==> src/rtl/core/lir_pkg.sv <==
// ----------------------------------------------------------------------------
// lir_pkg
// Shared types and constants of the linear interpolation resampler.
// ----------------------------------------------------------------------------
package lir_pkg;

  // Sample and rate formats
  localparam int SAMPLE_W = 16;
  localparam int RATE_W   = 18;

  typedef logic signed [SAMPLE_W-1:0] sample_t;
  typedef logic [RATE_W-1:0]          rate_t;

  // Rate registers after reset
  localparam rate_t SRC_RESET = rate_t'(48000);
  localparam rate_t TGT_RESET = rate_t'(16000);

  // Configuration register indexes
  localparam int CFG_IDX_W = 1;
  typedef logic [CFG_IDX_W-1:0] cfg_idx_t;
  localparam cfg_idx_t REG_SOURCE_RATE = 1'b0;
  localparam cfg_idx_t REG_TARGET_RATE = 1'b1;

  // Most results one input transaction may cause
  localparam int RESULT_LIMIT = 64;
  localparam int CNT_W        = $clog2(RESULT_LIMIT + 1);
  typedef logic [CNT_W-1:0] res_cnt_t;

endpackage

==> src/rtl/core/lir_in_if.sv <==
// ----------------------------------------------------------------------------
// lir_in_if
// Input sample channel: valid/ready handshake with sample and end marker.
// ----------------------------------------------------------------------------
interface lir_in_if import lir_pkg::*; ();

  logic    valid;
  logic    ready;
  sample_t sample_in;
  logic    end_of_stream;

  modport source (output valid, sample_in, end_of_stream, input ready);
  modport sink   (input valid, sample_in, end_of_stream, output ready);

endinterface

==> src/rtl/core/lir_out_if.sv <==
// ----------------------------------------------------------------------------
// lir_out_if
// Result channel: valid/ready handshake with sample and end-of-run flag.
// ----------------------------------------------------------------------------
interface lir_out_if import lir_pkg::*; ();

  logic    valid;
  logic    ready;
  sample_t sample_out;
  logic    last_of_run;

  modport source (output valid, sample_out, last_of_run, input ready);
  modport sink   (input valid, sample_out, last_of_run, output ready);

endinterface

==> src/rtl/core/linear_interp_resampler.sv <==
// ----------------------------------------------------------------------------
// linear_interp_resampler
// Streaming linear interpolation sample-rate converter for mono Q1.15 audio.
//
// Flow: one input transaction at a time; a new sample is taken only in IDLE,
//   once every result of the last one has been handed on. Each interpolated
//   result takes a division, a rounding and a sum step; output stalls hold it.
// Latency: a result enters the output register once the following result or
//   the end of the run is known, so the last result of a run appears at DONE.
// Reset: synchronous active-low; rates return to 48000/16000, clip state clears.
// ----------------------------------------------------------------------------
module linear_interp_resampler import lir_pkg::*; #(
  parameter int MAX_UPSAMPLE = 32,
  parameter int FRAC_BITS    = 16
) (
  input  logic          clk,
  input  logic          rst_n,
  lir_in_if.sink        in_ch,
  lir_out_if.source     out_ch,
  input  logic          cfg_we,
  input  cfg_idx_t      cfg_index,
  input  rate_t         cfg_data
);

  // Derived widths
  localparam int MUL_W = RATE_W + $clog2(MAX_UPSAMPLE + 1);
  localparam int PH_W  = RATE_W + 2;
  localparam int DIF_W = SAMPLE_W + 1;
  localparam int ACC_W = FRAC_BITS + SAMPLE_W + 2;
  localparam int BC_W  = $clog2(FRAC_BITS + 1);

  localparam logic [ACC_W-1:0] RND_BIAS =
    {{(ACC_W-FRAC_BITS){1'b0}}, 1'b1, {(FRAC_BITS-1){1'b0}}};

  // Sequencer states
  localparam logic [3:0] S_IDLE  = 4'd0;
  localparam logic [3:0] S_LOAD  = 4'd1;
  localparam logic [3:0] S_CHK   = 4'd2;
  localparam logic [3:0] S_DIV   = 4'd3;
  localparam logic [3:0] S_RND   = 4'd4;
  localparam logic [3:0] S_SUM   = 4'd5;
  localparam logic [3:0] S_FLUSH = 4'd6;
  localparam logic [3:0] S_POST  = 4'd7;
  localparam logic [3:0] S_TAIL  = 4'd8;
  localparam logic [3:0] S_PUT   = 4'd9;
  localparam logic [3:0] S_DONE  = 4'd10;

  logic [3:0]              state_r, ret_r;
  rate_t                   src_r, tgt_r, from_r, to_r;
  sample_t                 cur_r, prev_r, pend_r, put_r, held_r;
  logic                    eos_r, have_r, pend_v_r, held_v_r;
  logic [PH_W-1:0]         p_r;
  res_cnt_t                cnt_r;
  logic [RATE_W-1:0]       rem_r;
  logic signed [ACC_W-1:0] acc_r;
  logic signed [DIF_W-1:0] diff_r;
  logic [BC_W-1:0]         bit_r;
  logic                    out_valid_r, out_last_r;
  sample_t                 out_sample_r;

  rate_t                   from_c, tgt_c, to_c;
  logic [MUL_W-1:0]        cap_c;
  logic [RATE_W:0]         r2_c;
  logic                    ge_c, rb_c, out_free_c, out_load_c;
  logic signed [ACC_W-1:0] diff_ext_c, shifted_c;
  sample_t                 interp_c;

  // Effective rates: zero reads as one, target capped by the upsample limit
  always_comb begin
    from_c = (src_r == '0) ? rate_t'(1) : src_r;
    tgt_c  = (tgt_r == '0) ? rate_t'(1) : tgt_r;
    cap_c  = MUL_W'(from_c) * MUL_W'(MAX_UPSAMPLE);
    to_c   = (MUL_W'(tgt_c) > cap_c) ? cap_c[RATE_W-1:0] : tgt_c;
  end

  // One restoring-division step; the quotient bit feeds the Horner multiply
  assign r2_c       = {rem_r, 1'b0};
  assign ge_c       = r2_c >= {1'b0, to_r};
  assign diff_ext_c = ACC_W'(diff_r);
  // Round the fraction up when the remainder reaches half the divisor
  assign rb_c       = ({1'b0, rem_r} + {1'b0, to_r >> 1}) >= {1'b0, to_r};
  assign shifted_c  = acc_r >>> FRAC_BITS;
  assign interp_c   = prev_r + sample_t'(shifted_c[SAMPLE_W-1:0]);

  assign out_free_c = !out_valid_r || out_ch.ready;

  // Move the held result into the output register
  assign out_load_c = held_v_r && out_free_c &&
                      (((state_r == S_PUT) && (cnt_r != res_cnt_t'(RESULT_LIMIT))) ||
                       (state_r == S_DONE));

  always_ff @(posedge clk) begin
    if (!rst_n) begin
      out_valid_r <= 1'b0;
    end else if (out_load_c) begin
      out_valid_r  <= 1'b1;
      out_sample_r <= held_r;
      out_last_r   <= (state_r == S_DONE);
    end else if (out_ch.ready) begin
      // Drop the output transaction once taken
      out_valid_r <= 1'b0;
    end
  end

  always_ff @(posedge clk) begin
    if (!rst_n) begin
      state_r     <= S_IDLE;
      ret_r       <= S_IDLE;
      src_r       <= SRC_RESET;
      tgt_r       <= TGT_RESET;
      prev_r      <= '0;
      have_r      <= 1'b0;
      p_r         <= '0;
      pend_v_r    <= 1'b0;
      held_v_r    <= 1'b0;
      cnt_r       <= '0;
    end else begin
      // Register writes
      if (cfg_we) begin
        unique case (cfg_index)
          REG_SOURCE_RATE: src_r <= cfg_data;
          REG_TARGET_RATE: tgt_r <= cfg_data;
          default: ;
        endcase
      end

      unique case (state_r)
        S_IDLE: begin
          if (in_ch.valid) begin
            cur_r   <= in_ch.sample_in;
            eos_r   <= in_ch.end_of_stream;
            state_r <= S_LOAD;
          end
        end

        S_LOAD: begin
          from_r <= from_c;
          to_r   <= to_c;
          cnt_r  <= '0;
          if (from_c == to_c) begin
            // Equal rates: pass the sample through
            prev_r   <= cur_r;
            have_r   <= 1'b1;
            p_r      <= PH_W'(from_c);
            pend_v_r <= 1'b0;
            put_r    <= cur_r;
            ret_r    <= S_DONE;
            state_r  <= S_PUT;
          end else if (have_r) begin
            state_r <= S_CHK;
          end else begin
            prev_r  <= cur_r;
            have_r  <= 1'b1;
            state_r <= S_POST;
          end
        end

        S_CHK: begin
          if (p_r < PH_W'(to_r)) begin
            rem_r   <= p_r[RATE_W-1:0];
            acc_r   <= '0;
            diff_r  <= DIF_W'(cur_r) - DIF_W'(prev_r);
            bit_r   <= BC_W'(FRAC_BITS);
            state_r <= S_DIV;
          end else begin
            state_r <= S_FLUSH;
          end
        end

        S_DIV: begin
          rem_r <= ge_c ? RATE_W'(r2_c - {1'b0, to_r}) : r2_c[RATE_W-1:0];
          acc_r <= (acc_r <<< 1) + (ge_c ? diff_ext_c : '0);
          bit_r <= bit_r - 1'b1;
          if (bit_r == BC_W'(1)) begin
            state_r <= S_RND;
          end
        end

        S_RND: begin
          acc_r   <= acc_r + (rb_c ? diff_ext_c : '0) + $signed(RND_BIAS);
          state_r <= S_SUM;
        end

        S_SUM: begin
          // Release the older pending result, hold the new one back
          pend_r   <= interp_c;
          pend_v_r <= 1'b1;
          p_r      <= p_r + PH_W'(from_r);
          if (pend_v_r) begin
            put_r   <= pend_r;
            ret_r   <= S_CHK;
            state_r <= S_PUT;
          end else begin
            state_r <= S_CHK;
          end
        end

        S_FLUSH: begin
          p_r    <= p_r - PH_W'(to_r);
          prev_r <= cur_r;
          have_r <= 1'b1;
          if (pend_v_r && (p_r <= PH_W'({to_r, 1'b0}))) begin
            pend_v_r <= 1'b0;
            put_r    <= pend_r;
            ret_r    <= S_POST;
            state_r  <= S_PUT;
          end else begin
            state_r <= S_POST;
          end
        end

        S_POST: begin
          if (eos_r) begin
            pend_v_r <= 1'b0;
            state_r  <= S_TAIL;
          end else begin
            state_r <= S_DONE;
          end
        end

        S_TAIL: begin
          // Trailing outputs hold the final sample
          if ((p_r + PH_W'(from_r)) <= PH_W'(to_r)) begin
            p_r     <= p_r + PH_W'(from_r);
            put_r   <= cur_r;
            ret_r   <= S_TAIL;
            state_r <= S_PUT;
          end else begin
            state_r <= S_DONE;
          end
        end

        S_PUT: begin
          // One-deep hold so the last result of a run can be flagged
          if (cnt_r == res_cnt_t'(RESULT_LIMIT)) begin
            state_r <= ret_r;
          end else if (!held_v_r || out_free_c) begin
            held_r   <= put_r;
            held_v_r <= 1'b1;
            cnt_r    <= cnt_r + 1'b1;
            state_r  <= ret_r;
          end
        end

        S_DONE: begin
          if (!held_v_r || out_free_c) begin
            held_v_r <= 1'b0;
            // End of clip: start the next one fresh
            if (eos_r) begin
              prev_r   <= '0;
              have_r   <= 1'b0;
              p_r      <= '0;
              pend_r   <= '0;
              pend_v_r <= 1'b0;
            end
            state_r <= S_IDLE;
          end
        end

        default: state_r <= S_IDLE;
      endcase
    end
  end

  // Channel outputs
  assign in_ch.ready        = (state_r == S_IDLE);
  assign out_ch.valid       = out_valid_r;
  assign out_ch.sample_out  = out_sample_r;
  assign out_ch.last_of_run = out_last_r;

  // Checks
  a_idle_no_held: assert property (@(posedge clk) disable iff (!rst_n)
    (state_r == S_IDLE) |-> !held_v_r)
    else $error("held result left over at end of run");

  a_cnt_limit: assert property (@(posedge clk) disable iff (!rst_n)
    cnt_r <= res_cnt_t'(RESULT_LIMIT))
    else $error("result count beyond limit");

  a_rem_bound: assert property (@(posedge clk) disable iff (!rst_n)
    (state_r == S_DIV) |-> (rem_r < to_r))
    else $error("division remainder out of range");

  a_phase_bound: assert property (@(posedge clk) disable iff (!rst_n)
    p_r[PH_W-1] == 1'b0)
    else $error("phase remainder overflow");

endmodule

==> src/flat_wrapper.sv <==
// flat-port wrapper written by rule: the top's interface ports become plain ports
module linear_interp_resampler_flat import lir_pkg::*;
#(
  parameter int MAX_UPSAMPLE = 32,
  parameter int FRAC_BITS    = 16
)
  (clk, rst_n, cfg_we, cfg_index, cfg_data, in_ch_valid, in_ch_sample_in, in_ch_end_of_stream, in_ch_ready, out_ch_valid, out_ch_sample_out, out_ch_last_of_run, out_ch_ready);
  lir_in_if in_ch_i ();
  lir_out_if out_ch_i ();
  input  logic clk;
  input  logic rst_n;
  input  logic cfg_we;
  input  cfg_idx_t cfg_index;
  input  rate_t cfg_data;
  input wire logic [$bits(in_ch_i.valid)-1:0] in_ch_valid;
  input wire logic [$bits(in_ch_i.sample_in)-1:0] in_ch_sample_in;
  input wire logic [$bits(in_ch_i.end_of_stream)-1:0] in_ch_end_of_stream;
  output wire logic [$bits(in_ch_i.ready)-1:0] in_ch_ready;
  output wire logic [$bits(out_ch_i.valid)-1:0] out_ch_valid;
  output wire logic [$bits(out_ch_i.sample_out)-1:0] out_ch_sample_out;
  output wire logic [$bits(out_ch_i.last_of_run)-1:0] out_ch_last_of_run;
  input wire logic [$bits(out_ch_i.ready)-1:0] out_ch_ready;
  assign in_ch_i.valid = in_ch_valid;
  assign in_ch_i.sample_in = in_ch_sample_in;
  assign in_ch_i.end_of_stream = in_ch_end_of_stream;
  assign in_ch_ready = in_ch_i.ready;
  assign out_ch_valid = out_ch_i.valid;
  assign out_ch_sample_out = out_ch_i.sample_out;
  assign out_ch_last_of_run = out_ch_i.last_of_run;
  assign out_ch_i.ready = out_ch_ready;
  linear_interp_resampler #(.MAX_UPSAMPLE(MAX_UPSAMPLE), .FRAC_BITS(FRAC_BITS)) u_core (.clk(clk), .rst_n(rst_n), .in_ch(in_ch_i), .out_ch(out_ch_i), .cfg_we(cfg_we), .cfg_index(cfg_index), .cfg_data(cfg_data));
endmodule
==> config.mk <==
export PLATFORM = sky130hd
export DESIGN_NAME = linear_interp_resampler_flat
export DESIGN_NICKNAME = d
export VERILOG_FILES = /design/src/rtl/core/lir_pkg.sv /design/src/rtl/core/lir_in_if.sv /design/src/rtl/core/lir_out_if.sv /design/src/rtl/core/linear_interp_resampler.sv /design/src/flat_wrapper.sv
export SDC_FILE = /design/constraint.sdc
export NUM_CORES = 1
export LEC_CHECK = 0
export BUFFER_PORTS_ARGS = -buffer_cell sky130_fd_sc_hd__buf_2
export CAP_MARGIN = 25
export CORE_UTILIZATION = 28
export DETAILED_ROUTE_END_ITERATION = 8
export GPL_ROUTABILITY_DRIVEN = 0
export SETUP_SLACK_MARGIN = 0.2
export SYNTH_ARGS = -nofsm -noshare
export SYNTH_HDL_FRONTEND = slang
export SYNTH_SLANG_ARGS = --single-unit
export TNS_END_PERCENT = 100
==> constraint.sdc <==
create_clock -name clk -period 13.01 [get_ports clk]
set_input_delay 3.2525 -clock clk [delete_from_list [all_inputs] [get_ports clk]]
set_output_delay 3.2525 -clock clk [all_outputs]
set_load 0.05 [all_outputs]
==> insert_results.sql <==
INSERT INTO impl_metrics (metric_group, metric, value, unit) VALUES
('synth', 'synth_seq_area_share', '36.2', '%'),
('setup_path', 'crit_start', 'u_core.rem_r[0]$_DFFE_PP_', ''),
('synth', 'ys_types', '82', ''),
('cts', 'cts_sinks', '280', ''),
('synth', 'post_synth_inst_count', '2222', ''),
('floorplan', 'total_number_of_placement_rows', '99', ''),
('power', 'fin_total_pwr', '4680', 'µW'),
('synth', 'synth_top_area_share', '27.5', '%'),
('cts', 'cts.clk_slew.worst_paths', '60', 'ps'),
('synth', 'synth.cell_area', '20800', 'µm²'),
('setup_path', 'start_kind', 'flip-flop', ''),
('sta', 'setup_repair_after_global_routing_missed_its_margin', 'no', ''),
('cts', 'cts_htree_levels', '1', ''),
('setup_path', 'critPathArrivalTime', '8710', 'ps'),
('sta', 'timing_max_transition_violations_final', '0', ''),
('power', 'share_seq_of_total_power', '28.1', '%'),
('sta', 'worst_slew_margin', '23.0', '%'),
('synth', 'synthesis.area_per_instance', '9.34', 'µm²'),
('outcome', 'status', 'finished, final reports clean', ''),
('routing', 'via_count', '16400', ''),
('cts', 'clock_tree.root_cell', 'sky130_fd_sc_hd__clkbuf_16', ''),
('grt', 'grt_remaining_overflow', '0', ''),
('synth', 'synth_top_cells_by_area', 'sky130_fd_sc_hd__edfxtp_1 27%, sky130_fd_sc_hd__ha_1 16%, sky130_fd_sc_hd__dfxtp_1 8.7%', ''),
('power', 'power.switching_fraction', '42.3', '%'),
('power', 'vdd.ir_drop.worst', '128', 'µV'),
('floorplan', 'initial_core_utilization', '28.4', '%'),
('cells_and_area', 'antenna_cells_inserted', '0', ''),
('synth', 'synth_commonest_cells', '264 x sky130_fd_sc_hd__ha_1, 193 x sky130_fd_sc_hd__nand2_1, 190 x sky130_fd_sc_hd__edfxtp_1, 171 x sky130_fd_sc_hd__a21oi_1, 149 x sky130_fd_sc_hd__nor2_1', ''),
('synth', 'ys_async_sr_fraction', '0', '%'),
('cts', 'insertion_delay', '600', 'ps'),
('hold_path', 'min_delay_path_depth', '0', ''),
('sta', 'setup_viol_count_final', '0', ''),
('sta', 'clock.fmax', '119', 'MHz'),
('setup_path', 'critical_path.reg2reg.startpoint', 'u_core.rem_r[0]$_DFFE_PP_', ''),
('floorplan', 'die_y', '274', 'µm'),
('setup_path', 'critical_register_to_register_path_endpoint', 'u_core.acc_r[30]$_DFFE_PP_', ''),
('setup_path', 'r2r.worst_path.cells', '30', ''),
('power', 'power.switching', '1980', 'µW'),
('placement', 'io_buffer_count', '59', ''),
('setup_path', 'max_stage_delay', '800', 'ps'),
('setup_path', 'crit_fanout', '15', ''),
('power', 'clock_network_power_share', '19.7', '%'),
('grt', 'grt_util_all_layers', '14.2', '%'),
('routing', 'route.antenna.remaining_nets', '0', ''),
('routing', 'drc', '0', ''),
('floorplan', 'dieArea', '75200', 'µm²'),
('synth', 'synth-edff-count', '190', ''),
('power', 'static-leakage-power', '0.00955', 'µW'),
('routing', 'drt_pass1_iterations', '5', ''),
('cts', 'cts_repair_resized_insts', '0', ''),
('setup_path', 'critical-path-slowest-cell', 'sky130_fd_sc_hd__nor2_1', ''),
('cts', 'maximum_count_of_clock_buffers_along_a_single_path', '3', ''),
('setup_path', 'register_to_register_setup_slack', '4620', 'ps'),
('flow_run', 'cap_violations', '0', ''),
('cells_and_area', 'post-route-util', '31.6', '%'),
('grt', 'initial_antenna_violation_count', '0', ''),
('cells_and_area', 'area_growth', '11.3', '%'),
('sta', 'timing.clock.skew', '9.51', 'ps'),
('power', 'cell_internal_pwr', '2700', 'µW'),
('grt', 'global_route_wire_length_before_repair', '85700', 'µm'),
('placement', 'placed_cell_area', '22000', 'µm²'),
('grt', 'via_count_of_the_first_global_routing_pass', '15600', ''),
('placement', 'dp.final_hpwl', '41600', 'µm'),
('routing', 'wl', '54600', 'µm'),
('hold_path', 'hold_path_class', 'flip-flop to flip-flop', ''),
('cts', 'tritoncts', 'yes', ''),
('setup_path', 'worstSetupPathType', 'flip-flop to flip-flop', ''),
('routing', 'vias_per_cell', '5.09', ''),
('synth', 'synth.most_common_cell', 'sky130_fd_sc_hd__ha_1', ''),
('routing', 'number_of_drc_markers_in_iteration_0', '1155', ''),
('synth', 'mappedNetlistNets', '2536', '');
## state kept, by name, indices dropped and copies added, names as in the netlist, 3 cells and up
name,count
u_core.acc_r,32
u_core.p_r,20
u_core.from_r,18
u_core.rem_r,18
u_core.src_r,18
u_core.tgt_r,18
u_core.to_r,18
u_core.diff_r,17
u_core.cur_r,16
u_core.held_r,16
u_core.out_ch.sample_out,16
u_core.pend_r,16
u_core.prev_r,16
u_core.put_r,16
u_core.cnt_r,7
u_core.bit_r,5
u_core.state_r,4
u_core.ret_r,3
## layout make-up
cell class | instances | area (µm²)
Fill cell | 7582 | 50100
Clock buffer | 33 | 783
Clock inverter | 25 | 279
Multi-Input combinational cell | 1719 | 12400
Timing Repair Buffer | 77 | 443
Inverter | 121 | 454
Sequential cell | 280 | 7510
Tap cell | 959 | 1200
## metrics by stage
step	instances	hold slack, ps	setup WS (ps)
final	3214	415	4620
after CTS	3213	414	4720
after detailed placement	3155	405	4760
after global placement	3154	403	4910
after global routing	3214	420	3970
after floorplan	2222	400	6090
## power by group through the flow
stage	registers, µW	logic (µW)	clock network (µW)
finish	1310	2440	922
global route	1330	2740	974
CTS	1310	2420	943
detailed placement	1330	2400	0
global placement	1330	2390	0
floorplan	1260	1900	0
## kinds of logic (layout without fill, tap and decap cells)
| family | after synthesis | count (layout) | share of synthesized area, % |
|---|---|---|---|
| XOR/XNOR | 149 | 149 | 6.29 |
| multiplexers | 36 | 36 | 1.84 |
| AND/OR/NAND/NOR | 615 | 615 | 14.3 |
| adder cells (fa/ha/maj) | 273 | 273 | 16.8 |
| AO/OA/AOI/OAI | 646 | 646 | 20.5 |
| buffers and inverters | 223 | 256 | 4.12 |
| flip-flops | 280 | 280 | 36.2 |
## how the worst min path moves through the flow
stage / startpoint / slack [ps] / end
4_1_cts: u_core.held_r[13]$_DFFE_PP_ / 410 / u_core.out_ch.sample_out[13]$_DFFE_PP_
5_1_grt: u_core.put_r[8]$_DFFE_PP_ / 420 / u_core.held_r[8]$_DFFE_PP_
3_3_place_gp: u_core.put_r[3]$_DFFE_PP_ / 400 / u_core.held_r[3]$_DFFE_PP_
6_report: u_core.held_r[13]$_DFFE_PP_ / 410 / u_core.out_ch.sample_out[13]$_DFFE_PP_
3_5_place_dp: u_core.put_r[4]$_DFFE_PP_ / 400 / u_core.held_r[4]$_DFFE_PP_
2_1_floorplan: u_core.put_r[0]$_DFFE_PP_ / 400 / u_core.held_r[0]$_DFFE_PP_
## critical path: cells and delay by family, from the launching register on
kind | cells | cell delay [ps]
AO/OA/AOI/OAI | 14 | 3580
AND/OR/NAND/NOR | 8 | 2010
adder cells (fa/ha/maj) | 5 | 1570
flip-flops | 1 | 440
multiplexers | 1 | 300
XOR/XNOR | 1 | 140
buffers and inverters | 1 | 50
## layer usage
metal / GRT usage, % / wire length (µm) / up-vias
met5: 0 / 0 / -
met1: 19.5 / 26000 / 7770
li1: - / - / 8182
met4: 3.98 / 1530 / 0
met3: 1.76 / 2060 / 84
met2: 23.2 / 25000 / 324
## cells in the final DEF (no fill, tap or decap), drive strengths merged, types with 26 or more instances in the layout
master,count
a211oi,37
a21o,77
a21oi,171
and2,29
buf,77
clkbuf,33
dfxtp,90
edfxtp,190
ha,264
inv,125
nand2,193
nand2b,27
nand3,41
nor2,150
nor2b,51
nor3,34
o21a,28
o21ai,120
o22ai,26
xnor2,86
xor2,63
Note: power is estimated with default switching activity, not from simulation.
